<file path="src/hdl/pdd_pkg.sv">
`timescale 1ns / 1ps
// Shared constants, types and helper functions for the top-1 pose detection decoder.
// Depends on nothing; all other files but pdd_ram refer to it by scoped names.

package pdd_pkg;

   // Record layout
   localparam int NUM_KP     = 17;
   localparam int VALUE_W    = 16;
   localparam int KP_BASE    = 5;
   localparam int KP_STRIDE  = 3;
   localparam int REC_LEN    = KP_BASE + KP_STRIDE * NUM_KP;
   localparam int CONF_IDX   = 4;
   localparam int BOX_READS  = 4;
   localparam int KP_READS   = 3;
   localparam int IDX_W      = 6;
   localparam int ENTRY_W    = $clog2(REC_LEN);
   localparam int KP_W       = (NUM_KP > 1) ? $clog2(NUM_KP) : 1;

   // Record store: three banks per entry, addressed as {bank, entry}
   localparam int NUM_BANKS  = 3;
   localparam int BANK_W     = 2;
   localparam int RAM_DEPTH  = NUM_BANKS << ENTRY_W;
   localparam int RAM_AW     = BANK_W + ENTRY_W;

   // Configuration widths and reset values
   localparam int THR_W      = 15;
   localparam int PAD_W      = 15;
   localparam int INV_W      = 24;
   localparam int CSR_W      = 24;
   localparam int CSR_IDX_W  = 2;
   localparam int THR_RESET  = 8192;
   localparam int PAD_RESET  = 0;
   localparam int INV_RESET  = 65536;

   // Result widths
   localparam int KIND_W     = 2;
   localparam int PN_W       = 5;
   localparam int COORD_W    = 19;
   localparam int SCORE_W    = 15;
   localparam int SCORE_MAX  = (1 << SCORE_W) - 1;

   // Letterbox arithmetic
   localparam int DIFF_BASE  = (VALUE_W > PAD_W + 1) ? VALUE_W : PAD_W + 1;
   localparam int DIFF_W     = DIFF_BASE + 3;
   localparam int PROD_W     = DIFF_W + INV_W + 1;
   localparam int RND_SHIFT  = 17;
   localparam int RND_HALF   = 1 << (RND_SHIFT - 1);
   localparam logic signed [COORD_W-1:0] COORD_MIN = {1'b1, {(COORD_W-1){1'b0}}};
   localparam logic signed [COORD_W-1:0] COORD_MAX = {1'b0, {(COORD_W-1){1'b1}}};

   // Result queue depth
   localparam int RSP_DEPTH  = 2;

   typedef enum logic [KIND_W-1:0] {
      KIND_BOX  = 2'd0,
      KIND_KP   = 2'd1,
      KIND_NONE = 2'd2
   } kind_type;

   typedef enum logic [CSR_IDX_W-1:0] {
      CSR_CONF_THR  = 2'd0,
      CSR_PAD_X     = 2'd1,
      CSR_PAD_Y     = 2'd2,
      CSR_INV_SCALE = 2'd3
   } csr_index_type;

   typedef logic [BANK_W-1:0] bank_type;
   typedef logic [REC_LEN-1:0][BANK_W-1:0] bank_vec_type;

   typedef struct packed {
      logic [THR_W-1:0] conf_threshold;
      logic [PAD_W-1:0] pad_x;
      logic [PAD_W-1:0] pad_y;
      logic [INV_W-1:0] inv_scale;
   } cfg_type;

   // Frame job handed from the front to the back
   typedef struct packed {
      logic                      valid;
      logic                      have_best;
      logic signed [VALUE_W-1:0] score;
   } job_type;

   // Back status seen by the front
   typedef struct packed {
      logic take;
      logic busy;
   } back_stat_type;

   typedef struct packed {
      kind_type                  kind;
      logic [PN_W-1:0]           point_number;
      logic signed [COORD_W-1:0] x_first;
      logic signed [COORD_W-1:0] y_first;
      logic signed [COORD_W-1:0] x_second;
      logic signed [COORD_W-1:0] y_second;
      logic [SCORE_W-1:0]        score;
      logic                      last_result;
   } result_type;

   // Lowest bank that holds neither of the two protected copies
   function automatic bank_type free_bank(input bank_type keep_a, input bank_type keep_b);
      bank_type f;
      f = BANK_W'(NUM_BANKS - 1);
      for (int i = NUM_BANKS - 1; i >= 0; i--) begin
         if (BANK_W'(i) != keep_a && BANK_W'(i) != keep_b) begin
            f = BANK_W'(i);
         end
      end
      return f;
   endfunction

   // Round a Q.22 product half up to Q.5 and clamp to the coordinate range
   function automatic logic signed [COORD_W-1:0] round_sat(
      input logic signed [PROD_W-1:0] prod
   );
      logic signed [PROD_W:0]           p;
      logic signed [PROD_W-RND_SHIFT:0] q;
      logic signed [COORD_W-1:0]        r;
      p = (PROD_W+1)'(prod) + (PROD_W+1)'(RND_HALF);
      q = p[PROD_W:RND_SHIFT];
      if (q < COORD_MIN) begin
         r = COORD_MIN;
      end else if (q > COORD_MAX) begin
         r = COORD_MAX;
      end else begin
         r = COORD_W'(q);
      end
      return r;
   endfunction

   // Clamp a confidence to [0, SCORE_MAX]
   function automatic logic [SCORE_W-1:0] sat_score(input logic signed [VALUE_W-1:0] s);
      logic [SCORE_W-1:0] r;
      if (int'(s) < 0) begin
         r = '0;
      end else if (int'(s) > SCORE_MAX) begin
         r = SCORE_W'(SCORE_MAX);
      end else begin
         r = SCORE_W'(s);
      end
      return r;
   endfunction

endpackage

</file>
<file path="src/hdl/pdd_rsp_fifo.sv">
`timescale 1ns / 1ps
// Result queue: a short FIFO of decoded results between the back end and the result port.
// Uses pdd_pkg for the result type and depth.

module pdd_rsp_fifo (
   input  logic                clock,
   input  logic                reset,
   input  logic                push,
   input  pdd_pkg::result_type din,
   output logic                full,
   input  logic                pop,
   output logic                empty,
   output pdd_pkg::result_type dout
);

   localparam int PTR_W = (pdd_pkg::RSP_DEPTH > 1) ? $clog2(pdd_pkg::RSP_DEPTH) : 1;
   localparam int CNT_W = $clog2(pdd_pkg::RSP_DEPTH + 1);

   pdd_pkg::result_type mem_ff [pdd_pkg::RSP_DEPTH];

   logic [PTR_W-1:0] wr_ptr_ff, wr_ptr_in;
   logic [PTR_W-1:0] rd_ptr_ff, rd_ptr_in;
   logic [CNT_W-1:0] count_ff, count_in;
   logic             do_push;
   logic             do_pop;

   assign full    = (int'(count_ff) == pdd_pkg::RSP_DEPTH);
   assign empty   = (count_ff == '0);
   assign do_push = push && !full;
   assign do_pop  = pop && !empty;
   assign dout    = mem_ff[rd_ptr_ff];

   // Advance pointers with wrap, track fill level
   always_comb begin
      wr_ptr_in = wr_ptr_ff;
      rd_ptr_in = rd_ptr_ff;
      count_in  = count_ff;
      if (do_push) begin
         wr_ptr_in = (int'(wr_ptr_ff) == pdd_pkg::RSP_DEPTH - 1) ? '0
                                                               : wr_ptr_ff + PTR_W'(1);
      end
      if (do_pop) begin
         rd_ptr_in = (int'(rd_ptr_ff) == pdd_pkg::RSP_DEPTH - 1) ? '0
                                                               : rd_ptr_ff + PTR_W'(1);
      end
      if (do_push && !do_pop) begin
         count_in = count_ff + CNT_W'(1);
      end else if (do_pop && !do_push) begin
         count_in = count_ff - CNT_W'(1);
      end
   end

   always_ff @(posedge clock) begin
      if (reset) begin
         wr_ptr_ff <= '0;
         rd_ptr_ff <= '0;
         count_ff  <= '0;
      end else begin
         wr_ptr_ff <= wr_ptr_in;
         rd_ptr_ff <= rd_ptr_in;
         count_ff  <= count_in;
      end
   end

   always_ff @(posedge clock) begin
      if (do_push) begin
         mem_ff[wr_ptr_ff] <= din;
      end
   end

endmodule
</file>
<file path="config.mk">
export PLATFORM = sky130hd
export DESIGN_NAME = pdd_rsp_fifo
export DESIGN_NICKNAME = d
export VERILOG_FILES = /design/src/hdl/pdd_pkg.sv /design/src/hdl/pdd_rsp_fifo.sv
export SDC_FILE = /design/constraint.sdc
export NUM_CORES = 1
export LEC_CHECK = 0
export BUFFER_PORTS_ARGS = -buffer_cell sky130_fd_sc_hd__buf_2
export CELL_PAD_IN_SITES_DETAIL_PLACEMENT = 1
export CELL_PAD_IN_SITES_GLOBAL_PLACEMENT = 2
export CORE_MARGIN = 1
export CORE_UTILIZATION = 34
export DETAILED_ROUTE_END_ITERATION = 16
export GPL_TIMING_DRIVEN = 0
export HOLD_SLACK_MARGIN = 0.15
export PLACE_DENSITY_LB_ADDON = 0.1
export SLEW_MARGIN = 20
export SYNTH_ARGS = -nofsm -noshare
export SYNTH_HDL_FRONTEND = slang
export SYNTH_SLANG_ARGS = --single-unit
</file>
<file path="constraint.sdc">
create_clock -name clock -period 3.5 [get_ports clock]
set_input_delay 0 -clock clock [delete_from_list [all_inputs] [get_ports clock]]
set_output_delay 0 -clock clock [all_outputs]
set_load 0.05 [all_outputs]
</file>
# After elaboration in Yosys (flattened, before gate mapping)
# Memories as Yosys holds them, arrays and structs flattened. A register that Yosys moved wholly into a read port is not among the register bits.
# Index checks and enable logic that the tools add are counted.
[word_totals]
reg_bits = 4
mem_bits_rw = 198
in_bits = 103
output_inout_bits = 101
memories = 1
[classes]
add_sub_neg = 4
eq_ne = 1
n_mux = 8
reduce_logical = 10
[mem_list]
columns = ["name", "depth", "width", "read_ports", "rd_clocked_by_memory_dff", "wr", "line", "text"]
rows = [
  ["mem_ff", 2, 99, 1, 1, 1, "pdd_rsp_fifo.sv:19", "pdd_pkg::result_type mem_ff [pdd_pkg::RSP_DEPTH];"],
]
[op_table]
columns = ["op", "count"]
rows = [
  ["2-to-1 mux 1 bit", 6],
  ["logical AND 1 bit", 4],
  ["logical NOT 1 bit", 4],
  ["2-to-1 mux 2 bit", 2],
  ["adder 1 bit (second input constant)", 2],
  ["adder 2 x 1 -> 2 bit (second input constant)", 1],
  ["== test 2 bit (second input constant)", 1],
  ["logical NOT 2 bit", 1],
  ["nonzero test 2 bit", 1],
  ["subtractor 2 x 1 -> 2 bit (second input constant)", 1],
]

# Longest topological paths before layout
# Gate-level depths: netlist of the first run.
[logic_depth]
word_depth = 7
depth_mapped = 6
depth_no_buf = 6

# Worst setup path before layout of the first run
# Ideal clock, no wire load.
[synth_timing]
path_kind = "register to register"
startpoint = "reg count_ff[1]"
endpoint = "mem mem_ff[1][0] (netlist name) (enable)"
setup_time_ns = 0.469
arrival_ns = 3.038
t_required_ns = 3.031
setup_slack_ns = -0.007
path_stages_with_launch = 4
cell_sequence = "dfxtp_1 nor2b_2 nor2_1 and2_1"
[synth_between]
elab_chain_cells = 5
[synth_lines]
columns = ["element", "line", "text"]
rows = [
  ["start, declared", "pdd_rsp_fifo.sv:23", "logic [CNT_W-1:0] count_ff, count_in;"],
  ["start signal, assigned", "pdd_rsp_fifo.sv:61", "count_ff <= count_in;"],
  ["== test 2 bit", "pdd_rsp_fifo.sv:27", "assign full = (int'(count_ff) == pdd_pkg::RSP_DEPTH);"],
  ["net full", "pdd_rsp_fifo.sv:10", "output logic full,"],
  ["logical NOT 1 bit", "pdd_rsp_fifo.sv:29", "assign do_push = push && !full;"],
  ["logical AND 1 bit", "pdd_rsp_fifo.sv:29", ""],
  ["net do_push", "pdd_rsp_fifo.sv:24", "logic do_push;"],
  ["2-to-1 mux 1 bit", "pdd_rsp_fifo.sv:66", "if (do_push) begin"],
  ["2-to-1 mux 1 bit (not written as such)", "pdd_rsp_fifo.sv:67", "mem_ff[wr_ptr_ff] <= din;"],
  ["end, declared", "pdd_rsp_fifo.sv:19", ""],
]
# The timed path passes the listed nets, and every way through them passes these cells.

# Worst setup path after layout of the first run
[layout_timing]
startpoint = "reg count_ff[1]"
endpoint = "mem mem_ff[0][67] (netlist name) (enable)"
[layout_between]
elab_chain_cells = 5
[layout_lines]
columns = ["element", "line"]
rows = [
  ["== test 2 bit", "pdd_rsp_fifo.sv:27"],
  ["logical NOT 1 bit", "pdd_rsp_fifo.sv:29"],
  ["logical AND 1 bit", "pdd_rsp_fifo.sv:29"],
  ["2-to-1 mux 1 bit", "pdd_rsp_fifo.sv:66"],
  ["2-to-1 mux 1 bit (not written as such)", "pdd_rsp_fifo.sv:67"],
]
# Every way passes these cells.

==> key figures, run 1 <==
CTS
  – Total setup buffers inserted after CTS: 0
  – CTS tree: yes
  – H-Tree Depth: 1
  – Post_cts resized: 0
  – Clk buf depth: 3
  – CTS Root Cell: clkbuf_16
  – Clk sinks: 203
  – Clk slew on worst S/H paths: 0.05 ns
  – Clk Latency, worst-skew pair: 0.49 ns
  – CTS Buf Count: 23

Finish
  – Area Growth Syn to Fin: 42.1%
  – Ant. Diodes: 0
  – Final nets: a little under 800
  – Layout Cell Area excl Fill: ~10000 sq um
  – Fillers: 2076
  – Share of cells above drive strength 1: about half

Synth
  – Yosys warns: 0
  – Mapped Cells: roughly 330
  – Syn_nets: approximately 440
  – Leading cell type by number of instances after synthesis: edfxtp_1
  – Top area cells in the synthesized netlist: edfxtp_1, mux2_2, mux2_4
  – Synth top cells by count: edfxtp_1, mux2_2, mux2_4
  – Yosys cell types: 15
  – Ys flop type: edfxtp_1
  – Yosys top cell by area: edfxtp_1
  – Count of state elements after synthesis: just over 200
  – Yosys top cell area share: approximately four fifths
  – Ys async rst share: 0%
  – Seq/Total Area, Yosys: between 80 and 90%
  – EDFF count, synth: just under 200
  – Syn avg cell area: between 20 and 25 sq um
  – Mapped Area: 7390 sq um

Critical path
  – CP Capture Type: flip-flop
  – Critical Path Sink: mem_ff[0][67]
  – Critical Path Slowest Stage Cell: inv_6
  – Reg2Reg Capture Point: mem_ff[0][67]
  – Crit-path max cell delay: approximately 0.40 ns
  – Critical Path, Cell by Cell: nor2b_2, or3_1, inv_6, buf_16
  – Critical Path AT: 2.18 ns
  – Reg2Reg Launch Point: count_ff[1]
  – R2R cell count: 4
  – CP Launch Point: count_ff[1]
  – Setup slack, reg-to-reg: 1.47 ns
  – Critical Path Fanout Max: between 50 and 60
  – CP Class: reg -> reg
  – Startpoint Class: flip-flop
  – Worst endpoint required time: between 3 and 4 ns

Power and ir drop
  – Internal Dissipation: 5170 uW
  – Total power divided by cell area: a little under 800 nW/um^2
  – Max rail drop VDD: a little under 0.0005 V
  – Leakage: approximately 0.004 uW
  – Clk network pwr share: 25.4%
  – Sw power: 3030 uW
  – Switch share: a little under two fifths
  – Flop pwr share: between 30% and 40%
  – Combinational Power Share: around 36%

Timing
  – Final Hold Viols: 0
  – Worst setup margin: 1.47 ns
  – Finish-stage setup viols: 0
  – Slew Limit Headroom: 66.9%
  – Max-slew violation count: 0
  – WHS: around 0.17 ns
  – Period utilization: approximately 58%
  – Fmax: approximately 490 MHz
  – Layout Skew: between 0.01 and 0.015 ns
  – Least-Margin Pin Slew: 0.497 ns
  – RSZ-0062 raised after global routing: no
  – Final min period: 2.03 ns

Place
  – Port Buffers: ~200
  – Setup WS pre-CTS: roughly 1.4 ns
  – DP HPWL: 9.96 mm
  – Placed Area: ~9000 sq um
  – GPL Wtd Cong: 0.680

GRT
  – Largest net degree at the start of global routing: between 50 and 60
  – GRT overflow: 0
  – Initial antenna violation count: 0
  – First-pass GRT wire length: around 24 mm
  – Number of global-route vias before repair: 4746
  – GRT Util Overall: roughly 14%

Die
  – Die H: 149 um
  – Core area: 21200 sq um
  – IO Pins: around 200
  – Die Span X: between 100 and 150 um
  – Initial Util: about a third
  – Row cnt: 53
  – Die ar.: around 22000 sq um

Detailed routing
  – Vias post-DR: about 4200
  – Post-DRT Antenna Nets: 0
  – WL per Instance: about 17 um
  – Via density per instance: about 4.4
  – Final WL: 15.8 mm
  – Drt drc: 0
  – Drt first-iter violations: 152
  – First drt pass iteration count: 4

Run status
  – Outcome: finished, final reports clean

Job
  – Maxcap violations: 0

Worst hold path
  – Worst min path class: in -> reg
## cell usage in the layout (no fill, tap or decap)
cell | netlist | final
buf_6 | 3 | 3
a21oi_1 | 2 | 2
mux2_2 | 89 | 89
buf_16 | 0 | 2
buf_2 | 8 | 211
or3_1 | 2 | 2
dfxtp_1 | 5 | 5
edfxtp_1 | 198 | 198
nor2_1 | 5 | 5
clkbuf_16 | 0 | 23
xor2_1 | 3 | 3
nor2b_2 | 1 | 1
clkinv_1 | 0 | 2
clkbuf_8 | 0 | 1
clkbuf_1 | 0 | 13
ha_1 | 1 | 1
inv_6 | 0 | 1
and2_4 | 0 | 1
inv_1 | 2 | 1
dlygate4sd3_1 | 0 | 102
mux2_4 | 10 | 10
o21ai_0 | 3 | 3
buf_12 | 0 | 1
## kinds of logic after synthesis
family | count (synthesis) | share of synthesized area (%)
DFF | 203 | 81.8
muxes | 99 | 15.6
buffers and inverters | 13 | 1.10
and+or+nand+nor | 9 | 0.627
AOI/OAI and AO/OA | 5 | 0.339
xor gates and xnor gates | 3 | 0.356
adders and majority gates | 1 | 0.169
## flip-flops by register name (all words and copies together), names as in the netlist, named ones only
signal,flops
wr_ptr_ff,1
rd_ptr_ff,1
mem_ff,198
count_ff,2
## through the flow
| step | instances | power [uW] | setup TNS [ns] | util (%) |
|---|---|---|---|---|
| floorplan | 333 | 5430 | 0 | - |
| global placement | 811 | 6080 | -96.75 | 41.4 |
| detailed placement | 814 | 6120 | 0 | 41.8 |
| CTS | 955 | 8330 | 0 | 49.6 |
| global route | 955 | 8550 | 0 | 49.6 |
| finish | 955 | 8200 | 0 | 49.6 |
## critical path, delay by kind of cell (launching register included)
kind / cells / cell delay, ns
buffers and inverters: 2 / 0.74
flip-flops: 1 / 0.34
AND/OR/NAND/NOR: 2 / 0.57
## power groups by stage
stage | clock [uW] | sequential, uW | combinational, uW
2_1_floorplan | 0 | 3180 | 2250
3_3_place_gp | 0 | 3210 | 2870
3_5_place_dp | 0 | 3180 | 2940
4_1_cts | 2160 | 3130 | 3040
5_1_grt | 2250 | 3160 | 3150
6_report | 2080 | 3130 | 2990
## routing by layer
metal	global-route usage, %	routed length, um	vias up
met3	4.24	1160	27
met5	0	0	-
li1	-	-	1990
met2	25.7	8160	136
met1	15.7	6090	2087
met4	4.44	375	0
## worst min path at each step
stage,slack (ns),endpoint,cells past startpoint,start
global route,0.22,mem_ff[1][12],2,din[12]
finish,0.17,count_ff[0],6,push
detailed placement,0.19,mem_ff[0][14],1,din[14]
floorplan,0.07,count_ff[1],1,reset
global placement,0.19,mem_ff[0][14],1,din[14]
CTS,0.16,count_ff[0],6,push
## area by class of cell
| cell class | instances | area [sq um] | area share, % |
|---|---|---|---|
| clock inverter | 2 | 7.51 | 0.0715 |
| buffer | 11 | 73.8 | 0.703 |
| clock buffer | 37 | 638 | 6.08 |
| inverter | 2 | 12.5 | 0.119 |
| multi-input combinational | 117 | 1260 | 12.0 |
| sequential | 203 | 6050 | 57.6 |
| timing repair buffer | 308 | 2110 | 20.1 |
| tap | 275 | 344 | 3.28 |
## timing repair
item / in CTS / in global routing
hold buffers: 102 / 0
endpoints found under the hold margin: 203 / 0
setup endpoints to repair: 0 / 0
Power figures use the tool's default switching activity.
==> inputs of run 2 (changes only) <==
- CORE_UTILIZATION: 34 -> 38
- clock period: 3.5 -> 1.9 ns (I/O delays scaled with it)
==> run 2 against run 1 <==
Against the previous run: register-to-register slack worse by 1.3 ns; die area is 10% lower; sequential share of layout area is 0.37 points lower; cell count is 1.7% lower; first-iteration DRC count is 13% lower; critical path depth stayed put; non-clock buffer count is 2 higher; global-route usage is 2.0 points higher; core utilization is 6.3 points higher; critical endpoint is now dout[91]; critical path type is now reg -> out.
==> key figures, run 2 (synthesis gave the netlist of run 1 again) <==
Run status
  – Outcome: finished, final reports clean

Finish
  – Layout Cell Area excl Fill: about 11000 sq um
  – Ant. Diodes: 0
  – Area Growth Syn to Fin: 43.1%
  – Final Non-Filler Cells: 939
  – Max reg flops: 198
  – Highest-count cells in the layout ignoring fill and taps: buf_2, edfxtp_1, dlygate4sd3_1
  – Fillers: ~1800
  – Biggest regs: mem_ff x198, count_ff x2
  – Largest reg by FF count: mem_ff
  – Share of cells above drive strength 1: between 50% and 60%
  – Commonest non-fill, non-tap cell in the layout: buf_2
  – Final nets: about 770

GRT
  – First-pass GRT wire length: about 25 mm
  – Number of global-route vias before repair: 4757
  – GRT overflow: 0
  – GRT Util Overall: 16.1%
  – Largest net degree at the start of global routing: 44
  – Initial antenna violation count: 0

Detailed routing
  – Via density per instance: about 4.5
  – First drt pass iteration count: 4
  – Vias post-DR: roughly 4200
  – Final WL: roughly 16 mm
  – WL per Instance: ~17 um
  – Drt drc: 0
  – Drt first-iter violations: roughly 130
  – Post-DRT Antenna Nets: 0

Critical path
  – Startpoint Class: flip-flop
  – Reg2Reg Capture Point: mem_ff[0][77]
  – Reg2Reg Launch Point: count_ff[1]
  – CP Capture Type: output pin
  – CP dominant cell by count: buf_2
  – Critical Path Fanout Max: 10
  – Critical Path Slowest Stage Cell: mux2_2
  – CP Class: reg -> out
  – CP delay by family, top: buffers and inverters
  – Crit-path max cell delay: ~0.37 ns
  – R2R cell count: 5
  – Critical Path AT: approximately 1.8 ns
  – Worst endpoint required time: ~1.9 ns
  – Setup slack, reg-to-reg: about 0.13 ns
  – Buf/Inv on CP: 3
  – Critical Path, Cell by Cell: buf_6, buf_2, mux2_2, buf_2

Timing
  – Period utilization: a little over nine tenths
  – Final Hold Viols: 0
  – Layout Skew: around 0.006 ns
  – Slew Limit Headroom: roughly three fifths
  – Fin Setup TNS: 0 ns
  – Finish-stage setup viols: 0
  – Least-Margin Pin Slew: roughly 0.58 ns
  – RSZ-0062 raised after global routing: yes
  – Max-slew violation count: 0
  – Worst setup margin: 0.0681 ns
  – Final min period: approximately 1.8 ns
  – Fmax: around 550 MHz

CTS
  – H-Tree Depth: 1
  – Clk slew on worst S/H paths: 0.05 ns
  – Clk buf depth: 3
  – Clk sinks: approximately 200
  – CTS Buf Count: 23
  – CTS tree: yes
  – Clk Latency, worst-skew pair: between 0.4 and 0.5 ns
  – CTS Root Cell: clkbuf_16

Place
  – DP HPWL: a little under 10 mm
  – Setup WS pre-CTS: -0.262 ns
  – Placed Instances: approximately 800
  – Port Buffers: roughly 200
  – GPL Wtd Cong: roughly 0.69
  – Placed Area: slightly below 9000 sq um

Worst hold path
  – Hold path startpoint: din[24]
  – Hold Path Depth: 2
  – Worst hold path endpoint: mem_ff[1][24]
  – Worst min path class: in -> reg

Die
  – Row cnt: 50
  – Die Span X: between 100 and 150 um
  – Die ar.: ~20000 sq um
  – IO Pins: 204
  – Die H: 141 um
  – Core area: between 15000 and 20000 sq um
  – Initial Util: about 40%

Power and ir drop
  – Total power divided by cell area: between 1000 and 1500 nW/um^2
  – Max rail drop VDD: between 0.0008 and 0.0009 V
  – Leakage: approximately 0.0040 uW

Job
  – Maxcap violations: 0
==> run 2: changes by cell type in the layout (fill, tap and decap cells not counted), sizes merged <==
cell and change:
clkbuf -10, clkinv +6, inv -1, bufinv +2, clkinvlp +2
==> run 2: worst max path at each step <==
| stage | from | endpoint | slack, ns | depth (start not counted) |
|---|---|---|---|---|
| global placement | count_ff[1] | mem_ff[0][33] | -1.55 | 3 |
| finish | flip-flop | dout[91] | 0.07 | 4 |
| global route | flip-flop | dout[96] | -0.02 | 4 |
| CTS | flip-flop | dout[91] | 0.02 | 4 |
| floorplan | count_ff[1] | mem_ff[0][0] | -0.82 | 3 |
| detailed placement | count_ff[1] | mem_ff[0][68] | -0.26 | 5 |
==> run 2: final cells by class <==
class / count / area [sq um] / share of cell area, %
clock buffer: 25 / 583 / 5.52
buffer: 10 / 72.6 / 0.686
tap: 260 / 325 / 3.08
inverter: 2 / 11.3 / 0.107
clock inverter: 10 / 91.3 / 0.864
sequential: 203 / 6050 / 57.2
timing repair buffer: 311 / 2160 / 20.4
timing repair inverter: 1 / 5.00 / 0.0473
multi-input combinational: 117 / 1270 / 12.1
==> run 2: timing repair <==
| action | 4_1_cts | 5_1_grt |
|---|---|---|
| gates resized for setup | 2 | 2 |
| gates cloned | 1 | 0 |
| setup endpoints to repair | 71 | 53 |
| hold endpoints to repair | 203 | 0 |
| hold buffers | 102 | 0 |
| buffers inserted | 1 | 0 |
==> run 2: per-layer routing <==
| metal | GRT usage [%] | share of wire [%] |
|---|---|---|
| met4 | 4.24 | 1.7 |
| met2 | 29.7 | 53 |
| met5 | 0 | 0 |
| met3 | 4.15 | 6.1 |
| met1 | 18.5 | 40 |
==> run 2: per-stage QoR <==
step	hold slack, ns	power [uW]	util [%]
6_report	0.234	15400	56.0
3_5_place_dp	0.191	11300	46.9
5_1_grt	0.223	16000	56.0
2_1_floorplan	0.0617	10000	-
4_1_cts	0.205	15600	55.9
3_3_place_gp	0.188	11200	46.3
==> run 2: power breakdown <==
| part | total [uW] | internal, uW | leakage [uW] | switching [uW] |
|---|---|---|---|---|
| clock | 4060 | 2440 | 0.000329 | 1620 |
| sequential | 5770 | 5630 | 0.00189 | 143 |
| combinational | 5570 | 1690 | 0.00179 | 3880 |
| total | 15400 | 9760 | 0.00401 | 5650 |
